<file path="src/dq_pkg.sv">
// ----------------------------------------------------------------------------
// dq_pkg
// shared types and constants for the double-ended queue
// ----------------------------------------------------------------------------
package dq_pkg;

    localparam int DEPTH_DEF      = 1024;
    localparam int DATA_WIDTH_DEF = 32;

    localparam int KIND_W     = 3;
    localparam int VALUE_W    = 32;
    localparam int COUNT_W    = 11;
    localparam int S_TDATA_W  = 32;
    localparam int M_TDATA_W  = 112;

    typedef enum logic [KIND_W-1:0] {
        KIND_PUSH_BACK  = 3'd0,
        KIND_PUSH_FRONT = 3'd1,
        KIND_POP_FRONT  = 3'd2,
        KIND_POP_BACK   = 3'd3,
        KIND_PEEK       = 3'd4
    } kind_t;

    typedef enum logic {
        ST_IDLE,
        ST_FETCH
    } state_t;

    typedef struct packed {
        logic               pop_valid;
        logic [VALUE_W-1:0] pop_value;
        logic               ends_valid;
        logic [VALUE_W-1:0] front_value;
        logic [VALUE_W-1:0] back_value;
        logic [COUNT_W-1:0] entry_count;
        logic               is_empty;
        logic               push_dropped;
    } result_t;

endpackage

</file>
<file path="src/dq_ctrl.sv">
// ----------------------------------------------------------------------------
// dq_ctrl
// ring pointers, occupancy, cached end words and the refetch sequencer
// ----------------------------------------------------------------------------
module dq_ctrl
    import dq_pkg::*;
#(
    parameter int DEPTH      = DEPTH_DEF,
    parameter int DATA_WIDTH = DATA_WIDTH_DEF,
    parameter int PW         = $clog2(DEPTH),
    parameter int CW         = $clog2(DEPTH + 1)
) (
    input  logic                  aclk,
    input  logic                  aresetn,
    input  logic                  in_accept,
    input  kind_t                 kind,
    input  logic [DATA_WIDTH-1:0] word,
    output logic                  busy,
    output logic                  res_load,
    output result_t               res,
    output logic                  wr_en,
    output logic [PW-1:0]         wr_addr,
    output logic [DATA_WIDTH-1:0] wr_data,
    output logic                  rd_en,
    output logic [PW-1:0]         rd_addr,
    input  logic [DATA_WIDTH-1:0] rd_data
);

    function automatic logic [PW-1:0] ptr_inc(input logic [PW-1:0] p);
        return (p == PW'(DEPTH - 1)) ? '0 : p + PW'(1);
    endfunction

    function automatic logic [PW-1:0] ptr_dec(input logic [PW-1:0] p);
        return (p == '0) ? PW'(DEPTH - 1) : p - PW'(1);
    endfunction

    state_t                state_reg, state_next;
    logic [PW-1:0]         head_reg, head_next;
    logic [PW-1:0]         tail_reg, tail_next;
    logic [CW-1:0]         count_reg, count_next;
    logic [DATA_WIDTH-1:0] front_reg, front_next;
    logic [DATA_WIDTH-1:0] back_reg, back_next;
    logic [DATA_WIDTH-1:0] pend_reg, pend_next;
    logic                  fetch_front_reg, fetch_front_next;

    logic [PW-1:0]         head_inc, head_dec, tail_inc, tail_dec, tail_dec2;
    logic                  full, empty, pop_ok, dropped, ends;
    logic [DATA_WIDTH-1:0] popped;

    logic [DATA_WIDTH+VALUE_W-1:0] pop_ext, front_ext, back_ext;
    logic [CW+COUNT_W-1:0]         count_ext;

    assign head_inc  = ptr_inc(head_reg);
    assign head_dec  = ptr_dec(head_reg);
    assign tail_inc  = ptr_inc(tail_reg);
    assign tail_dec  = ptr_dec(tail_reg);
    assign tail_dec2 = ptr_dec(tail_dec);
    assign full      = (count_reg == CW'(DEPTH));
    assign empty     = (count_reg == '0);
    assign busy      = (state_reg == ST_FETCH);

    always_ff @(posedge aclk) begin
        if (!aresetn) begin
            state_reg <= ST_IDLE;
            head_reg  <= '0;
            tail_reg  <= '0;
            count_reg <= '0;
        end else begin
            state_reg <= state_next;
            head_reg  <= head_next;
            tail_reg  <= tail_next;
            count_reg <= count_next;
        end
    end

    always_ff @(posedge aclk) begin
        front_reg       <= front_next;
        back_reg        <= back_next;
        pend_reg        <= pend_next;
        fetch_front_reg <= fetch_front_next;
    end

    always_comb begin
        state_next       = state_reg;
        head_next        = head_reg;
        tail_next        = tail_reg;
        count_next       = count_reg;
        front_next       = front_reg;
        back_next        = back_reg;
        pend_next        = pend_reg;
        fetch_front_next = fetch_front_reg;
        wr_en            = 1'b0;
        wr_addr          = tail_reg;
        wr_data          = word;
        rd_en            = 1'b0;
        rd_addr          = head_inc;
        res_load         = 1'b0;
        pop_ok           = 1'b0;
        popped           = '0;
        dropped          = 1'b0;

        case (state_reg)
            ST_IDLE: begin
                if (in_accept) begin
                    case (kind)
                        KIND_PUSH_BACK: begin
                            if (full) begin
                                dropped = 1'b1;
                            end else begin
                                wr_en      = 1'b1;
                                wr_addr    = tail_reg;
                                tail_next  = tail_inc;
                                back_next  = word;
                                count_next = count_reg + CW'(1);
                                if (empty) begin
                                    front_next = word;
                                end
                            end
                        end
                        KIND_PUSH_FRONT: begin
                            if (full) begin
                                dropped = 1'b1;
                            end else begin
                                wr_en      = 1'b1;
                                wr_addr    = head_dec;
                                head_next  = head_dec;
                                front_next = word;
                                count_next = count_reg + CW'(1);
                                if (empty) begin
                                    back_next = word;
                                end
                            end
                        end
                        KIND_POP_FRONT: begin
                            if (!empty) begin
                                pop_ok     = 1'b1;
                                popped     = front_reg;
                                head_next  = head_inc;
                                count_next = count_reg - CW'(1);
                                // new front lives only in the store
                                if (count_reg > CW'(1)) begin
                                    rd_en            = 1'b1;
                                    rd_addr          = head_inc;
                                    fetch_front_next = 1'b1;
                                end
                            end
                        end
                        KIND_POP_BACK: begin
                            if (!empty) begin
                                pop_ok     = 1'b1;
                                popped     = back_reg;
                                tail_next  = tail_dec;
                                count_next = count_reg - CW'(1);
                                if (count_reg > CW'(1)) begin
                                    rd_en            = 1'b1;
                                    rd_addr          = tail_dec2;
                                    fetch_front_next = 1'b0;
                                end
                            end
                        end
                        default: begin
                        end
                    endcase
                    if (rd_en) begin
                        state_next = ST_FETCH;
                        pend_next  = popped;
                    end else begin
                        res_load = 1'b1;
                    end
                end
            end
            ST_FETCH: begin
                if (fetch_front_reg) begin
                    front_next = rd_data;
                end else begin
                    back_next = rd_data;
                end
                pop_ok     = 1'b1;
                popped     = pend_reg;
                res_load   = 1'b1;
                state_next = ST_IDLE;
            end
            default: begin
                state_next = ST_IDLE;
            end
        endcase
    end

    assign ends      = (count_next != '0);
    assign pop_ext   = {{VALUE_W{1'b0}}, popped};
    assign front_ext = {{VALUE_W{1'b0}}, ends ? front_next : {DATA_WIDTH{1'b0}}};
    assign back_ext  = {{VALUE_W{1'b0}}, ends ? back_next : {DATA_WIDTH{1'b0}}};
    assign count_ext = {{COUNT_W{1'b0}}, count_next};

    always_comb begin
        res.pop_valid    = pop_ok;
        res.pop_value    = pop_ext[VALUE_W-1:0];
        res.ends_valid   = ends;
        res.front_value  = front_ext[VALUE_W-1:0];
        res.back_value   = back_ext[VALUE_W-1:0];
        res.entry_count  = count_ext[COUNT_W-1:0];
        res.is_empty     = !ends;
        res.push_dropped = dropped;
    end

    // refetch state only follows a cycle that issued a store read
    a_fetch_after_read: assert property (@(posedge aclk) disable iff (!aresetn)
        state_reg == ST_FETCH |-> $past(rd_en))
        else $error("fetch state without a preceding store read");

    // a store read and a store write never share a cycle
    a_no_rw_overlap: assert property (@(posedge aclk) disable iff (!aresetn)
        !(wr_en && rd_en))
        else $error("store read and write in the same cycle");

    // an empty ring has coinciding pointers
    a_empty_ptrs: assert property (@(posedge aclk) disable iff (!aresetn)
        count_reg == '0 |-> head_reg == tail_reg)
        else $error("empty ring with differing pointers");

    // no new transfer taken while a refetch is outstanding
    a_no_accept_busy: assert property (@(posedge aclk) disable iff (!aresetn)
        state_reg == ST_FETCH |-> !in_accept)
        else $error("transfer accepted during refetch");

endmodule
</file>
<file path="config.mk">
export PLATFORM = sky130hd
export DESIGN_NAME = dq_ctrl
export DESIGN_NICKNAME = d
export VERILOG_FILES = /design/src/dq_pkg.sv /design/src/dq_ctrl.sv
export SDC_FILE = /design/constraint.sdc
export NUM_CORES = 1
export LEC_CHECK = 0
export BUFFER_PORTS_ARGS = -buffer_cell sky130_fd_sc_hd__buf_2
export CAP_MARGIN = 20
export CORE_MARGIN = 4
export CORE_UTILIZATION = 40
export CTS_CLUSTER_DIAMETER = 150
export DETAILED_ROUTE_END_ITERATION = 10
export GPL_ROUTABILITY_DRIVEN = 0
export GPL_TIMING_DRIVEN = 0
export PLACE_DENSITY = 0.65
export SLEW_MARGIN = 40
export SYNTH_ARGS = -nofsm -noshare
export SYNTH_HDL_FRONTEND = slang
export SYNTH_SLANG_ARGS = --single-unit
export TNS_END_PERCENT = 30
</file>
<file path="constraint.sdc">
create_clock -name aclk -period 3.8 [get_ports aclk]
set_input_delay 0.38 -clock aclk [delete_from_list [all_inputs] [get_ports aclk]]
set_output_delay 0.38 -clock aclk [all_outputs]
set_load 0.02 [all_outputs]
</file>
-- Word-level counts from Yosys, hierarchy flattened
Index checks and enable logic that the tools add are counted.
- register bits: 129
- bits of input ports: 70
- add/subtract/negate cells: 7
- magnitude comparators: 1
- eq/ne operators: 12
- mux-type cells: 76
- bitwise logic cells: 1
- reductions and logical operators: 16
- operators by type and width (cell ; count):
    two-way mux 32 bit ; 15
    case mux 32 bit (2 select lines) ; 6
    two-way mux 10 bit ; 18
    two-way mux 11 bit ; 4
    case mux 10 bit (2 select lines) ; 2
    logical NOT 10 bit ; 3
    subtractor 10 x 1 -> 10 bit (second input constant) ; 3
    two-way mux 1 bit ; 26
    case mux 11 bit (2 select lines) ; 1
    adder 10 x 1 -> 10 bit (second input constant) ; 2
    equality test 10 bit (second input constant) ; 2
    != test 2 bit (second input constant) ; 6
    adder 11 x 1 -> 11 bit (second input constant) ; 1
    equality test 11 bit (second input constant) ; 1
    > comparator 11 x 1 -> 1 bit (second input constant) ; 1
    logical NOT 11 bit ; 1
    nonzero test 11 bit ; 1
    subtractor 11 x 1 -> 11 bit (second input constant) ; 1
    AND reduction 5 bit ; 2
    case mux 1 bit (2 select lines) ; 4
    AND reduction 7 bit ; 1
    equality test 3 x 2 -> 1 bit (second input constant) ; 2
    nonzero test 2 bit ; 3
    OR reduction 2 bit ; 2
    other kinds (5) ; 5

-- Logic depth before layout (Yosys ltp)
- depth in word-level cells: 9
- depth in mapped cells: 12
- depth with buffers taken out: 9

-- Least setup slack after synthesis
OpenSTA, ideal clock, no wires.
- path kind: flip-flop to output port
- start: register count_reg[0]
- end: output rd_addr[2]
- arrival: 3.520 ns
- required time: 3.420 ns
- slack: -0.100 ns
- stages on the path, launching flop included: 10
- buffers on the path: 0
- cells stage by stage: dfxtp_1 -> inv_1 -> ha_1 -> nor2_1 -> o21ai_0 -> a31o_2 -> nor2_1 -> nand2_1 -> a21oi_1 -> a22oi_1
- longest elaborated chain between the ends: 6
- ends and longest elaborated chain (what ; RTL line ; RTL):
    from (decl) ; dq_ctrl.sv:40 ; logic [CW-1:0] count_reg, count_next;
    from (signal assigned) ; dq_ctrl.sv:72 ; count_reg <= count_next;
    > comparator 11 x 1 -> 1 bit ; dq_ctrl.sv:154 ; if (count_reg > CW'(1)) begin
    two-way mux 10 bit ; dq_ctrl.sv:154 ;
    two-way mux 10 bit (*) ; dq_ctrl.sv:149 ; if (!empty) begin
    two-way mux 10 bit (*) ; - ;
    two-way mux 10 bit (*) ; dq_ctrl.sv:104 ; if (in_accept) begin
    two-way mux 10 bit (*) ; dq_ctrl.sv:102 ; case (state_reg)
    to (decl) ; dq_ctrl.sv:25 ; output logic [PW-1:0] rd_addr,
Every way passes the cells marked *; elsewhere a longest branch is shown, timed or not.

==> results.md <==
STA:
- The worst path in the final design needs a cycle of 3.78 ns, including I/O delays and setup.
- At the pin with the least slew margin, the transition time is 0.843 ns.
- The smallest setup slack after layout is 0.0183 ns.
- Dividing the final minimum period by the clock period gives 0.995.
- The worst max-slew margin expressed relative to the limit is 0.438.
- The final hold violation count came to 0.
- The peak clock frequency supported by timing is 0.264 GHz.
- The final count of pins violating max slew is 0.
- Hold timing on the final database bottoms out at a slack of 0.167 ns.
- Setup violations remaining at the end of the flow were counted as 0.
- Setup repair after global routing could not meet its margin everywhere.
- The worst clock skew is 0.00621 ns.

Critical path:
- In this design, the stage delay of the slowest critical-path cell is 0.49 ns.
- The worst setup path category is reg2out.
- At the worst endpoint, the required time is 3.42 ns.
- Data on the critical path arrives at its endpoint at 3.40 ns.
- The peak fanout along the critical path is 10.
- Grouping stages by cell kind, the critical path spends the most delay in simple AND/OR/NAND/NOR gates.
- The critical path goes through clkbuf_2 > nor4b_2 > and3_1 > a31oi_4 > xnor2_2 > or3_4 > nor4_4 > buf_6 > buf_12 > clkbuf_16 > a21oi_2 > buf_4.
- The critical path startpoint category is a flip-flop.
- STA classifies the critical path endpoint as an output pin.
- The cell with the biggest individual delay on the critical path is nor4b_2.
- Together, buffers and inverters on the worst path number 5.

Clock tree:
- TritonCTS created 17 clock buffers.
- The clock edge transition at the registers on the reported setup and hold paths is 0.06 ns.
- TritonCTS built the clock tree.
- The total clock sinks is 129.
- CTS built an H-tree with a depth of 4.
- The maximum clock path buffer count is 2.
- The clock tree root buffer cell is clkbuf_16.
- Clock latency on the worst-skew pair, taken at its later pin, is 0.43 ns.

Final layout:
- At the end of the flow, the number of nets in the layout was 1612.
- The number of cells in the finished layout apart from fillers is 1865.
- Once layout is complete, the utilization of the core stands at 0.520.
- From synthesis to final layout, the design area changed by 28.7%.
- The fraction of layout cells with a size suffix above 1 is 0.265.
- The number of antenna diodes in the final layout is 0.

Yosys:
- dfxtp_1 takes more of the synthesized area than any other cell.
- In this run the cell area of the synthesized design comes to 9460 um2.
- Ranked by total cell area, the synthesized netlist is headed by dfxtp_1 20%, edfxtp_1 10%, nand2_1 9.3%.
- The sequential element share of the synthesized area is 0.308.
- The synthesized netlist cell count is 1269.
- The net count after synthesis is 1348.
- The area share of the leading cell type in the synthesized netlist is 0.203.
- The share of synthesized flip-flops with an asynchronous set or reset is 0.
- Counting instances in the post-synthesis netlist gives the leading cell types as 234 x nand2_1, 101 x nor2_1, 99 x a21oi_1.
- Yosys printed 0 warnings.
- The unique cell type count in the Yosys netlist is 77.
- The top flip-flop cell by instance count after synthesis is dfxtp_1.
- In the post-synthesis netlist, the cell with the most instances is nand2_1.
- The register bit count reported by yosys is 129.
- Each instance of the synthesized netlist takes up on average 7.46 um2.
- Yosys mapped a number of flops with a built-in enable equal to 33.

Placed design:
- Prior to clock tree synthesis, the placed netlist has a worst setup slack of -0.155 ns.
- The count of placed standard cells including taps is 1824.
- In this run the tool buffered the top-level ports with 234 buffer cells.
- The placed wire-length estimate is 26200 um.

Floorplan:
- The overall die height is 162 um.
- In this run the standard cell core region covers 23400 um2.
- For this design the top-level I/O count stands at 237.
- The initial core utilization is 0.404.
- The horizontal die dimension is 162 um.
- The initialized floorplan defines 56 standard-cell rows.
- The full die area is 26200 um2.

Power:
- The internal power component is 3.69 mW.
- The maximum VDD drop is 0.280 mV.
- The total power divided by cell area is 506 nW/um2.
- The overall power consumption is 6.16 mW.
- Summed over all cells, the static leakage comes to 5.77 nW.
- The share of total power dissipated in sequential elements is 0.295.
- Of the total power, combinational logic draws 0.437.
- The fraction of power consumed by the clock network is 0.268.
- The share of total power consumed by net switching is 0.401.
- The switching power total is 2.47 mW.

Job:
- The max capacitance violation total is 0.

Min path:
- The class of the most critical hold timing path is in2reg.

Global routing:
- The via count of the first global-routing pass is 10300.
- Entering global routing, the biggest net connects 17 pins.
- For this run the aggregate overflow at the end of global routing stands at 0.
- The initial antenna violation count came to 2.
- The overall fraction of global-route tracks in use is 0.267.
- The first global-routing pass estimated 55800 um of wire.

Route:
- The first TritonRoute pass finished after 5 iterations.
- The routed via count divided by cell count is 5.82.
- The wire length per cell is 19.7 um.
- In the routed design, unresolved DRC markers number 0.
- The number of antenna-violating nets in the routed design is 0.
- Detailed routing inserted a total of 10900 vias.
- The DRC marker count from the first detailed-route iteration is 1053.
- The routed wire length is 36700 um.

Status:
- The run finished with clean final reports.
==> metal layers <==
metal	track usage	wire, um	vias to the layer above
li1	-	-	5056
met1	0.344	14800	5104
met2	0.447	17500	604
met3	0.0485	3250	92
met4	0.102	1210	4
met5	0	22	-
==> timing repair <==
action	4_1_cts	5_1_grt
pin swaps	3	9
setup buffers	7	3
gates cloned	0	1
gates resized for setup	67	59
endpoints found under the setup margin	76	74
hold buffers	0	0
==> logic make-up (layout without fill, tap and decap cells) <==
| kind of cell | count (synthesis) | after routing | share of synthesized area |
|---|---|---|---|
| xor gates and xnor gates | 38 | 38 | 0.0352 |
| adders and majority gates | 9 | 9 | 0.0119 |
| DFF | 129 | 129 | 0.308 |
| AOI/OAI and AO/OA | 414 | 414 | 0.287 |
| and+or+nand+nor | 478 | 478 | 0.233 |
| muxes | 39 | 39 | 0.0415 |
| buffers and inverters | 162 | 439 | 0.0829 |
==> layout make-up <==
class	count	area (um2)
plain buffers	139	790
clock buffers	19	443
fillers	2338	11200
well taps	319	399
repair buffers	247	1370
clock inverters	13	136
flip-flops and latches	129	2920
inverters	21	78.8
multi-input cells	978	6040
==> final timing paths <==
path                                      to  slack [ns]         start  cells after the start
worst max-delay path                 res[14]        0.02          busy                     12
worst min-delay path            back_reg[15]        0.17   rd_data[15]                      3
worst max register to register  back_reg[18]        1.13  count_reg[0]                     10
worst min register to register   head_reg[1]        0.55   head_reg[1]                      2
==> worst register-to-register path, delay by kind of cell (launching register included) <==
family,cells,cell delay [ns]
flops,1,0.37
fa+ha+maj,1,0.18
simple gates,5,1.21
buf+inv,2,0.59
compound gates,2,0.24
==> placed cells by master, fill, tap and decap left out, types with 6 or more instances in the layout <==
cell and instances:
clkbuf_1 61, mux2i_1 37, nand3_1 21, nor2b_1 15, clkbuf_16 18, nor3_1 12, and2_1 16, or3_1 8
xnor2_1 21, nand4_1 12, a21oi_2 14, buf_1 9, a22oi_1 10, and3_1 9, o21ai_0 90, a22o_1 32
or4_1 7, clkbuf_2 20, buf_2 226, a21oi_1 85, nor2_1 99, a21o_1 70, a31oi_1 35, dfxtp_1 92
xor2_1 14, nand2_1 234, buf_4 60, a221oi_1 30, o211ai_1 6, edfxtp_1 33, ha_1 7, inv_1 17
==> through the flow <==
step | cell area [um2] | TNS, ns
6_report | 12200 | 0
5_1_grt | 12200 | -1.87
4_1_cts | 12000 | 0
3_5_place_dp | 11100 | -4.33
3_3_place_gp | 11000 | -9.85
2_1_floorplan | 9460 | 0
==> power groups by stage <==
stage | Combinational [mW] | Sequential, mW | Clock, mW
2_1_floorplan | 1.57 | 1.79 | 0
3_3_place_gp | 2.30 | 1.83 | 0
3_5_place_dp | 2.33 | 1.84 | 0
4_1_cts | 2.53 | 1.81 | 1.66
5_1_grt | 2.87 | 1.84 | 1.72
6_report | 2.69 | 1.82 | 1.65
(Power assumes the default switching activity.)
